===== config.mk =====
export PLATFORM = sky130hd
export DESIGN_NAME = ifna_queue
export DESIGN_NICKNAME = d
export VERILOG_FILES = /design/src/rtl/integrate_fire_neuron_array_macros.svh /design/src/rtl/ifna_pkg.sv /design/src/rtl/ifna_queue.sv
export SDC_FILE = /design/constraint.sdc
export NUM_CORES = 1
export LEC_CHECK = 0
export ABC_AREA = 1
export BUFFER_PORTS_ARGS = -buffer_cell sky130_fd_sc_hd__buf_2
export CAP_MARGIN = 20
export CORE_ASPECT_RATIO = 1.4
export CORE_UTILIZATION = 37
export CTS_CLUSTER_SIZE = 28
export DETAILED_ROUTE_END_ITERATION = 8
export GPL_ROUTABILITY_DRIVEN = 0
export PLACE_DENSITY = 0.61
export SLEW_MARGIN = 5
export SYNTH_ARGS = -nofsm -noshare
export SYNTH_HDL_FRONTEND = slang
export SYNTH_SLANG_ARGS = --single-unit

===== constraint.sdc =====
create_clock -name clk -period 7.4 [get_ports clk]
set_input_delay 1.48 -clock clk [delete_from_list [all_inputs] [get_ports clk]]
set_output_delay 1.48 -clock clk [all_outputs]
set_load 0.01 [all_outputs]

===== src/rtl/integrate_fire_neuron_array_macros.svh =====
// Assertion macros for the integrate-and-fire neuron array.
// Each macro expects clk and rst_n to be visible where it is used.
`ifndef INTEGRATE_FIRE_NEURON_ARRAY_MACROS_SVH
`define INTEGRATE_FIRE_NEURON_ARRAY_MACROS_SVH

// Consequent must hold in the same cycle as the antecedent.
`define IFNA_ASSERT_IMP(lbl, ante, cons, msg) \
    lbl: assert property (@(posedge clk) disable iff (!rst_n) (ante) |-> (cons)) \
        else $error(msg);

// Consequent must hold in the cycle after the antecedent.
`define IFNA_ASSERT_NXT(lbl, ante, cons, msg) \
    lbl: assert property (@(posedge clk) disable iff (!rst_n) (ante) |=> (cons)) \
        else $error(msg);

`endif


===== src/rtl/ifna_pkg.sv =====
// Shared types and constants for the integrate-and-fire neuron array.
// No dependencies; used by the front end, the command queue, the back end and the top level.
package ifna_pkg;

    localparam int NEURONS     = 64;
    localparam int IDX_W       = 6;
    localparam int DATA_W      = 32;
    localparam int CNT_W       = 7;
    localparam int QUEUE_DEPTH = 2;

    localparam logic [1:0] OP_LOAD = 2'd0;
    localparam logic [1:0] OP_ADD  = 2'd1;
    localparam logic [1:0] OP_TICK = 2'd2;

    localparam logic KIND_EXCITE  = 1'b0;
    localparam logic KIND_INHIBIT = 1'b1;

    localparam logic [CNT_W-1:0] ACTIVE_RESET = CNT_W'(NEURONS);

    typedef enum logic [1:0] {
        CMD_LOAD,
        CMD_ADD_EXC,
        CMD_ADD_INH,
        CMD_TICK
    } cmd_kind_t;

    typedef struct packed {
        cmd_kind_t         kind;
        logic [IDX_W-1:0]  index;
        logic [DATA_W-1:0] value;
        logic [DATA_W-1:0] level;
    } cmd_t;

    typedef enum logic [1:0] {
        ST_IDLE,
        ST_ADD_WB,
        ST_TICK_DIFF,
        ST_TICK_UPD
    } back_state_t;

endpackage


===== src/rtl/ifna_queue.sv =====
// Short command queue between the front end and the back end.
// Depends on ifna_pkg for the command type and depth.
module ifna_queue (
    input  logic            clk,
    input  logic            rst_n,
    input  logic            push,
    input  ifna_pkg::cmd_t  push_cmd,
    output logic            full,
    input  logic            pop,
    output logic            not_empty,
    output ifna_pkg::cmd_t  head
);
    import ifna_pkg::*;

    localparam int PTR_W = (QUEUE_DEPTH > 1) ? $clog2(QUEUE_DEPTH) : 1;
    localparam int CW    = $clog2(QUEUE_DEPTH + 1);

    cmd_t             slot_reg [QUEUE_DEPTH];
    logic [PTR_W-1:0] wr_ptr_reg, wr_ptr_next;
    logic [PTR_W-1:0] rd_ptr_reg, rd_ptr_next;
    logic [CW-1:0]    count_reg, count_next;

    function automatic logic [PTR_W-1:0] ptr_inc(input logic [PTR_W-1:0] p);
        ptr_inc = (p == PTR_W'(QUEUE_DEPTH - 1)) ? '0 : p + 1'b1;
    endfunction

    assign full      = (count_reg == CW'(QUEUE_DEPTH));
    assign not_empty = (count_reg != '0);
    assign head      = slot_reg[rd_ptr_reg];

    always_comb
    begin
        wr_ptr_next = push ? ptr_inc(wr_ptr_reg) : wr_ptr_reg;
        rd_ptr_next = pop ? ptr_inc(rd_ptr_reg) : rd_ptr_reg;
        count_next  = count_reg;
        if (push && !pop)
        begin
            count_next = count_reg + 1'b1;
        end
        else if (pop && !push)
        begin
            count_next = count_reg - 1'b1;
        end
    end

    always_ff @(posedge clk or negedge rst_n)
    begin
        if (!rst_n)
        begin
            wr_ptr_reg <= '0;
            rd_ptr_reg <= '0;
            count_reg  <= '0;
        end
        else
        begin
            wr_ptr_reg <= wr_ptr_next;
            rd_ptr_reg <= rd_ptr_next;
            count_reg  <= count_next;
        end
    end

    always_ff @(posedge clk)
    begin
        if (push)
        begin
            slot_reg[wr_ptr_reg] <= push_cmd;
        end
    end

endmodule


==> impl_metrics.yaml <==
clock_network:
  holdBufCountCts: 0
  cts.sinks: 148
  clkTransAtPathRegs_ps: 60
  clkLatencyLatePin_ps: 410
  cts_buffers: 17
  cts_tree: "yes"
  cts_setup_buffers: 0
  cts_resized: 0
  root_buffer: "clkbuf_16"
  clockBufferDepth: 2
  cts.htree.levels: 4
floorplan:
  initial_core_util: 0.3804
  boundaryPins: 150
  fp-row-count: 53
  die_h_um: 149.5
  coreArea_um2: 15120
  die_w_um: 107.4
  die_area_um2: 16060
worst_setup_path:
  r2r_end: "slot_reg[0][66]"
  worstSetupPathType: "reg -> out"
  crit_fanout: 49
  worst_setup_path_start_kind: "flop"
  worst_ep_required_time_ps: 5920
  reg2regPathDepth: 2
  reg2reg_setup_slack_ps: 5360
  arrival_ps: 2530
  r2r-start: "wr_ptr_reg"
  endpoint_kind: "primary output"
grt:
  antenna_found_initial: 1
  grt_use_total: 0.1299
  grt_pass1_wl_um: 15000
  grt_pass1_vias: 2941
  grt.overflow.total: 0
  grt_max_degree: 53
pwr:
  power.density_nw_per_um2: 398.6
  p_leak_nw: 2.953
  vdd_drop_max_mv: 0.2159
  power_w: 0.002884
synth:
  synth_nets: 326
  synthesis.area_um2: 5752
  syn_avg_cell_area_um2: 23.10
  yosysSeqAreaShare: 0.7692
  ys_ff_latch: 148
  synth_warnings: 0
  ys_types: 14
  syn_inst: 249
layout:
  nets: 489
  final_common_cell: "buf_2"
  largest_reg_flops: 144
  n_fill_cell: 1328
  final_cell_mix: "buf_2 (149), edfxtp_1 (144), mux2_4 (69)"
  antenna_cells: 0
  area_growth_pct: 25.80
  drive_gt1_frac: 0.6024
sta:
  grt_setup_unrepaired: "no"
  setup_viol: 0
  fin_skew_ps: 4.312
  tightest_slew_ps: 920.1
  fin_crit_ps: 4008
  final_hold_viol_count: 0
  tns_ps: 0
  layout_worst_path_cycle_share: 0.5416
  max_clock_freq_mhz: 249.5
  relSlewSlack: 0.3866
  finalMaxSlewViolations: 0
placed_design:
  numPortBuffers: 149
  dpl.hpwl_um: 6468
hold_path:
  timing.hold.worst.start: "count_reg[1]"
  holdPathStages: 2
  min-delay-path-class: "reg -> reg"
  holdPathEnd: "count_reg[1]"
route:
  viasPerCell: 4.476
  drtIter0Drc: 83
  dr.pass1.iters: 4
  route.vias.total: 2762
  ant_nets: 0
  drt-total-wl_um: 9892
  route.detailed.drc: 0
  wl_per_cell_um: 16.03
flow_run:
  max_cap_violations: 0
status:
  status: "finished, final reports clean"
==> critical path, stage by stage, from the launching register on <==
cell     delay, ps
dfrtp_4        720
buf_4          790
mux2_2         420
buf_2          140
==> cell usage after synthesis <==
master | n | share of area
buf_6 | 1 | 0.0020
mux2_2 | 3 | 0.0059
inv_1 | 7 | 0.0046
nand3_1 | 1 | 0.00087
edfxtp_1 | 144 | 0.75
nand4_1 | 1 | 0.0011
nor2_1 | 2 | 0.0013
xnor2_1 | 1 | 0.0015
ha_1 | 1 | 0.0022
nand2_1 | 6 | 0.0039
mux2_4 | 69 | 0.18
dfrtp_1 | 4 | 0.017
buf_12 | 7 | 0.024
xor2_1 | 2 | 0.0030
==> kinds of logic (layout without fill, tap and decap cells) <==
kind of cell | after synthesis | after routing | synth area share
xor gates and xnor gates | 3 | 3 | 0.004569
adders and majority gates | 1 | 1 | 0.002175
buffers and inverters | 15 | 191 | 0.03089
DFF | 148 | 148 | 0.7692
muxes | 72 | 72 | 0.1860
and+or+nand+nor | 10 | 10 | 0.007179
==> worst max-delay path by stage <==
stage	depth (start not counted)	startpoint	endpoint	slack [ps]
floorplan	2	push	slot_reg[0][0]	2360
global placement	3	rd_ptr_reg	head[52]	3790
detailed placement	3	rd_ptr_reg	head[51]	3760
CTS	3	rd_ptr_reg	head[51]	3320
global route	3	rd_ptr_reg	head[52]	3250
finish	3	rd_ptr_reg	head[51]	3390
==> where the power goes <==
part,internal (W),total (W),switching [W]
registers,0.00112,0.00119,0.0000787
clock network,0.000562,0.000885,0.000323
logic,0.000424,0.000804,0.000381
==> layer usage <==
| metal | up-vias | share of wire | track usage |
|---|---|---|---|
| li1 | 1302 | - | - |
| met1 | 1359 | 0.36 | 0.1306 |
| met2 | 86 | 0.56 | 0.2355 |
| met3 | 13 | 0.061 | 0.05096 |
| met4 | 2 | 0.017 | 0.05548 |
| met5 | - | 0.0013 | 0 |
==> layout make-up <==
class,count,area [um2],share of cell area
multi-input cells,86,1157,0.1600
clock inverters,14,185.2,0.02559
clock buffers,18,429.2,0.05931
repair buffers,152,768.2,0.1062
inverters,7,27.53,0.003804
flip-flops and latches,148,4428,0.6120
well taps,192,240.2,0.03320
==> per-stage QoR <==
step	hold slack (ps)	cells	cell area (um2)	util	setup WS [ps]
2_1_floorplan	441.7	249	5752	-	2358
4_1_cts	486.1	617	7236	0.4786	3323
3_5_place_dp	471.2	585	6621	0.4379	3764
3_3_place_gp	455.5	585	6621	0.4379	3790
6_report	493.7	617	7236	0.4786	3392
5_1_grt	528.8	617	7236	0.4786	3251
Power figures use the tool's default switching activity.
